### src/hdl/cnfp_pkg.sv
// Types and constants of the checked number field parser.
// No dependencies; compile before every other file of the block.
package cnfp_pkg;

    localparam int VAL_W  = 64;
    localparam int CNT_W  = 9;
    localparam int BYTE_W = 8;
    localparam int IDX_W  = 2;

    localparam logic [CNT_W-1:0] COUNT_MAX        = CNT_W'(511);
    localparam logic [CNT_W-1:0] FIXED_BYTES      = CNT_W'(8);
    localparam logic [CNT_W-1:0] VARINT_MAX_BYTES = CNT_W'(9);
    localparam logic [CNT_W-1:0] VARINT_LAST_IDX  = CNT_W'(8);

    typedef enum logic [1:0] {
        FMT_AMOUNT      = 2'd0,
        FMT_PLAIN       = 2'd1,
        FMT_VARUINT     = 2'd2,
        FMT_UNSUPPORTED = 2'd3
    } fmt_code_t;

    typedef enum logic [1:0] {
        MODE_NONE   = 2'd0,
        MODE_LENGTH = 2'd1,
        MODE_NUMBER = 2'd2,
        MODE_BAD    = 2'd3
    } check_mode_t;

    typedef enum logic [IDX_W-1:0] {
        REG_FORMAT = 2'd0,
        REG_MODE   = 2'd1,
        REG_LOW    = 2'd2,
        REG_HIGH   = 2'd3
    } cfg_index_t;

    typedef struct packed {
        fmt_code_t         fmt;
        check_mode_t       mode;
        logic [VAL_W-1:0]  bound_low;
        logic [VAL_W-1:0]  bound_high;
    } cfg_t;

    typedef struct packed {
        logic [VAL_W-1:0] decoded_value;
        logic             invalid;
    } result_t;

endpackage

### src/hdl/cnfp_core.sv
// Field state and per-byte decode of the number field parser: accumulate,
// track varint termination and errors, run the final checks.
// Depends on cnfp_pkg.
module cnfp_core import cnfp_pkg::*;
(
    input  logic              clk,
    input  logic              rst_n,
    input  logic              step,
    input  logic [BYTE_W-1:0] value_byte,
    input  logic              last_byte,
    input  cfg_t              cfg,
    output result_t           res
);

    logic [CNT_W-1:0] count_reg, count_next;
    logic [VAL_W-1:0] acc_reg, acc_next;
    logic             term_reg, term_next;
    logic             err_reg, err_next;

    logic [VAL_W-1:0] contrib;
    logic [6:0]       var_shift_full;
    logic [5:0]       var_shift;
    logic [VAL_W-1:0] count_wide;
    logic             bad;

    // 7 * index; only used while the index is below nine
    assign var_shift_full = ({3'b000, count_reg[3:0]} << 3) - {3'b000, count_reg[3:0]};
    assign var_shift      = var_shift_full[5:0];

    always_comb
    begin
        contrib   = '0;
        term_next = term_reg;
        err_next  = err_reg;
        case (cfg.fmt)
            FMT_AMOUNT, FMT_PLAIN:
            begin
                if (count_reg < FIXED_BYTES)
                    contrib = VAL_W'(value_byte) << {count_reg[2:0], 3'b000};
            end
            FMT_VARUINT:
            begin
                if (term_reg || count_reg >= VARINT_MAX_BYTES)
                    err_next = 1'b1;
                else
                begin
                    contrib = VAL_W'(value_byte[6:0]) << var_shift;
                    if (!value_byte[7])
                        term_next = 1'b1;
                    else if (count_reg == VARINT_LAST_IDX)
                        err_next = 1'b1;
                end
            end
            default: err_next = 1'b1;
        endcase

        acc_next   = acc_reg | contrib;
        count_next = (count_reg < COUNT_MAX) ? count_reg + CNT_W'(1) : count_reg;
        count_wide = VAL_W'(count_next);
    end

    // final checks, meaningful on the last byte only
    always_comb
    begin
        bad = err_next;
        case (cfg.fmt)
            FMT_AMOUNT, FMT_PLAIN:
                if (count_next != FIXED_BYTES)
                    bad = 1'b1;
            FMT_VARUINT:
                if (!term_next || acc_next[VAL_W-1:32] != '0)
                    bad = 1'b1;
            default: bad = 1'b1;
        endcase
        case (cfg.mode)
            MODE_NONE:
                if (cfg.bound_low != '0 || cfg.bound_high != '0)
                    bad = 1'b1;
            MODE_LENGTH:
                if (cfg.bound_low > count_wide || cfg.bound_high < count_wide)
                    bad = 1'b1;
            MODE_NUMBER:
                if (acc_next < cfg.bound_low || acc_next > cfg.bound_high)
                    bad = 1'b1;
            default: bad = 1'b1;
        endcase
        res.invalid       = bad;
        res.decoded_value = bad ? '0 : acc_next;
    end

    always_ff @(posedge clk or negedge rst_n)
    begin
        if (!rst_n)
        begin
            count_reg <= '0;
            acc_reg   <= '0;
            term_reg  <= 1'b0;
            err_reg   <= 1'b0;
        end
        else if (step)
        begin
            if (last_byte)
            begin
                // clear for the next field
                count_reg <= '0;
                acc_reg   <= '0;
                term_reg  <= 1'b0;
                err_reg   <= 1'b0;
            end
            else
            begin
                count_reg <= count_next;
                acc_reg   <= acc_next;
                term_reg  <= term_next;
                err_reg   <= err_next;
            end
        end
    end

endmodule

### config.mk
export PLATFORM = sky130hd
export DESIGN_NAME = cnfp_core
export DESIGN_NICKNAME = d
export VERILOG_FILES = /design/src/hdl/cnfp_pkg.sv /design/src/hdl/cnfp_core.sv
export SDC_FILE = /design/constraint.sdc
export NUM_CORES = 1
export LEC_CHECK = 0
export BUFFER_PORTS_ARGS = -buffer_cell sky130_fd_sc_hd__buf_2
export CAP_MARGIN = 20
export CORE_MARGIN = 2
export CORE_UTILIZATION = 47
export DETAILED_ROUTE_END_ITERATION = 6
export PLACE_DENSITY_LB_ADDON = 0.15
export RECOVER_POWER = 50
export SYNTH_ARGS = -nofsm -noshare
export SYNTH_HDL_FRONTEND = slang
export SYNTH_SLANG_ARGS = --single-unit
export TNS_END_PERCENT = 30
### constraint.sdc
create_clock -name clk -period 11.75 [get_ports clk]
set_input_delay 1.175 -clock clk [delete_from_list [all_inputs] [get_ports clk]]
set_output_delay 1.175 -clock clk [all_outputs]
set_load 0.01 [all_outputs]
==> results.py <==
metrics = {
    "die": {
        "core_mm2": 0.0208,
        "die_x_um": 149,
        "start_util": 0.474,
        "io_pins": 209,
        "die_h_um": 149,
        "core.rowCount": 53,
        "die-area_mm2": 0.0222,
    },
    "global_routing": {
        "grt_pass1_vias": 9973,
        "grt_use_total": 0.341,
        "grt_max_degree": 76,
        "grt-ovfl-total": 0,
        "grt_pass1_wl_mm": 57.9,
        "antenna_found_initial": 0,
    },
    "sta": {
        "setup-violations-final": 0,
        "rsz0062_at_grt": "no",
        "setup-tns-final_ns": 0,
        "slew_violations": 76,
        "tightest_slew_ns": 4.42,
        "finalCritPeriodShare": 0.718,
        "maxSlewHeadroom": -1.95,
        "fin_crit_ns": 8.43,
        "hold_violations": 0,
        "fmax_mhz": 119,
        "finalClockSkew_ns": 0.00693,
    },
    "critical_path": {
        "worst-path-max-fanout": 37,
        "cp_cell_sequence": "inv_1 -> ha_1 -> xor2_1 -> nor3_1 -> a32oi_1 -> o21ai_0 -> buf_4 -> a221oi_1 -> inv_1 -> ha_1 -> nand4_1 -> nor4_1 -> nand2_1 -> nor3_1 -> a31oi_1 -> nand4_1 -> buf_4 -> nor3_1 -> buf_2",
        "crit_family": "simple AND/OR/NAND/NOR gates",
        "critPathMostFrequentCell": "nor3_1",
        "slowest_stage": "xor2_1",
        "worstPathRequired_ns": 10.58,
        "crit_path_end_kind": "output pin",
        "cpPeakStageDelay_ns": 1.08,
        "startpoint_type": "flip-flop",
        "worst-path-buf-inv": 5,
        "crit_type": "flip-flop to output pin",
        "worstPathArrival_ns": 7.26,
    },
    "cts": {
        "ctsResizeCount": 0,
        "cts.htree.levels": 3,
        "postCtsSetupBuffers": 0,
        "cts_hold_buf": 0,
        "cts.reportedPaths.clkPinSlew_ns": 0.05,
        "cts_tree": "built",
        "ctsRootBufferMaster": "clkbuf_16",
        "clock_sinks": 75,
        "clock_latency_ns": 0.35,
        "cts_buffers": 9,
        "clockBufferDepth": 2,
    },
    "final_layout": {
        "instances_no_fill": 1692,
        "antennaDiodeCount": 0,
        "num-fill-cells": 2058,
        "multi_input_area_mm2": 0.00692,
        "largest_reg_flops": 64,
        "nets": 1707,
        "drive_gt1_frac": 0.227,
        "final_common_cell": "buf_2",
        "final-seq-area_mm2": 0.00188,
        "mostFrequentLayoutCells": "207 x buf_2, 198 x inv_1, 151 x ha_1",
        "area_growth_syn_to_layout_pct": 15.5,
    },
    "logic_synthesis": {
        "muxShareOfSynthArea": 0.0205,
        "yosysWarnings": 0,
        "synth-adder-area-share": 0.191,
        "synth-edff-count": 0,
        "syn_area_mm2": 0.00987,
        "synth_ff_type": "dfrtp_1",
        "syn_area_per_cell_um2": 8.10,
        "ys_types": 80,
        "yosys.area_share.simple": 0.235,
        "synthXorXnorAreaFrac": 0.00874,
        "synth_fp_nets": 1514,
        "ys_seq_elements": 75,
        "synth_compound_area_frac": 0.247,
        "synth-seq-area-share": 0.190,
        "synthCells": 1219,
        "synth_top_family_by_area": "compound AO/OA/AOI/OAI gates",
        "ys_async_sr_fraction": 1.00,
    },
    "drt": {
        "firstDrtPassIters": 5,
        "drt_iter0_drc": 987,
        "wl_mm": 38.4,
        "vias": 10600,
        "via_per_inst": 6.28,
        "antenna_left": 0,
        "routedWlPerCell_um": 22.7,
        "drc": 0,
    },
    "pwr": {
        "p_per_area_mw_per_mm2": 95.3,
        "power.leakage_uw": 0.00601,
        "swShare": 0.442,
        "combinationalPowerShare": 0.495,
        "vdd.ir_drop.worst_uv": 90.6,
        "p_seq_frac": 0.260,
        "power.net_switching_uw": 480,
        "p_clk_frac": 0.245,
        "p_int_uw": 606,
    },
    "placement": {
        "gp_congestion": 1.06,
        "hpwl_mm": 30.7,
        "dp.cells": 1676,
        "place.port_buffers": 208,
    },
    "worst_hold_path": {
        "holdCritPathClass": "flip-flop to flip-flop",
    },
    "run": {
        "cap_viol_max_count": 1,
    },
    "run_status": {
        "status": "finished with violations",
        "violations": "capacitance limit, slew limit",
    },
}
[Yosys cell counts (all sizes together), types with 7 or more instances]
master / n / area (um^2)
inv: 199 / 747
ha: 151 / 1890
nor3: 94 / 737
dfrtp: 75 / 1880
a21oi: 60 / 300
nor2: 60 / 225
a221oi: 51 / 472
nand2: 47 / 176
o2bb2ai: 47 / 412
nor4: 44 / 290
nand4: 42 / 263
o21ai: 39 / 195
clkbuf: 30 / 113
nand3: 28 / 140
buf: 24 / 198
a21boi: 22 / 165
nor2b: 15 / 93.8
a21o: 13 / 97.6
a211oi: 10 / 75.1
and2: 9 / 56.3
mux2i: 9 / 90.1
o211ai: 9 / 67.6
o22ai: 9 / 56.3
mux2: 8 / 90.1
nand2b: 8 / 50.1
a31oi: 7 / 43.8
and4: 7 / 61.3
o21a: 7 / 52.6
o31ai: 7 / 62.6
[layout make-up]
class,instances,area share
Inverter,200,0.0658
Clock inverter,2,0.000878
Clock buffer,14,0.0232
Sequential cell,75,0.165
Tap cell,275,0.0302
Multi-Input combinational cell,890,0.607
Timing Repair Buffer,236,0.108
[layer usage]
metal  GRT usage  vias up  part of all wire
met3      0.0370       80             0.081
li1            -     4966                 -
met1       0.477     5063              0.44
met2       0.543      524              0.45
met5           0        -                 0
met4       0.127        0             0.035
[power groups by stage]
stage	Clock, uW	Combinational [uW]	Sequential, uW
after floorplan	0	338	283
after CTS	265	529	282
after global routing	275	584	284
after detailed placement	0	527	286
final	266	538	283
after global placement	0	526	287
[stage by stage]
step	total power (uW)	worst slack (ns)	area [um^2]	hold slack, ns	util
after floorplan	621	5.56	9870	0.456	-
after global placement	813	4.28	11200	0.472	0.537
after detailed placement	813	4.31	11200	0.474	0.537
after CTS	1080	3.91	11500	0.490	0.550
after global routing	1140	2.83	11400	0.504	0.548
final	1090	3.32	11400	0.488	0.548
[final timing paths]
kind | from | to | slack [ns] | cells after the start
hold / removal | acc_reg[0] | acc_reg[0] | 0.49 | 1
hold reg to reg | acc_reg[0] | acc_reg[0] | 0.49 | 1
setup reg to reg | count_reg[1] | acc_reg[18] | 7.51 | 8
max in group asynchronous | rst_n | acc_reg[36] | 6.87 | 1
setup / recovery | count_reg[1] | res[12] | 3.32 | 19
min in group asynchronous | rst_n | acc_reg[32] | 2.38 | 1
[kinds of logic after synthesis]
kind of cell	after synthesis
AO/OA/AOI/OAI	329
XOR/XNOR	9
adder cells (fa/ha/maj)	151
buffers and inverters	254
flip-flops	75
multiplexers	18
AND/OR/NAND/NOR	383
Power figures use the tool's default switching activity.
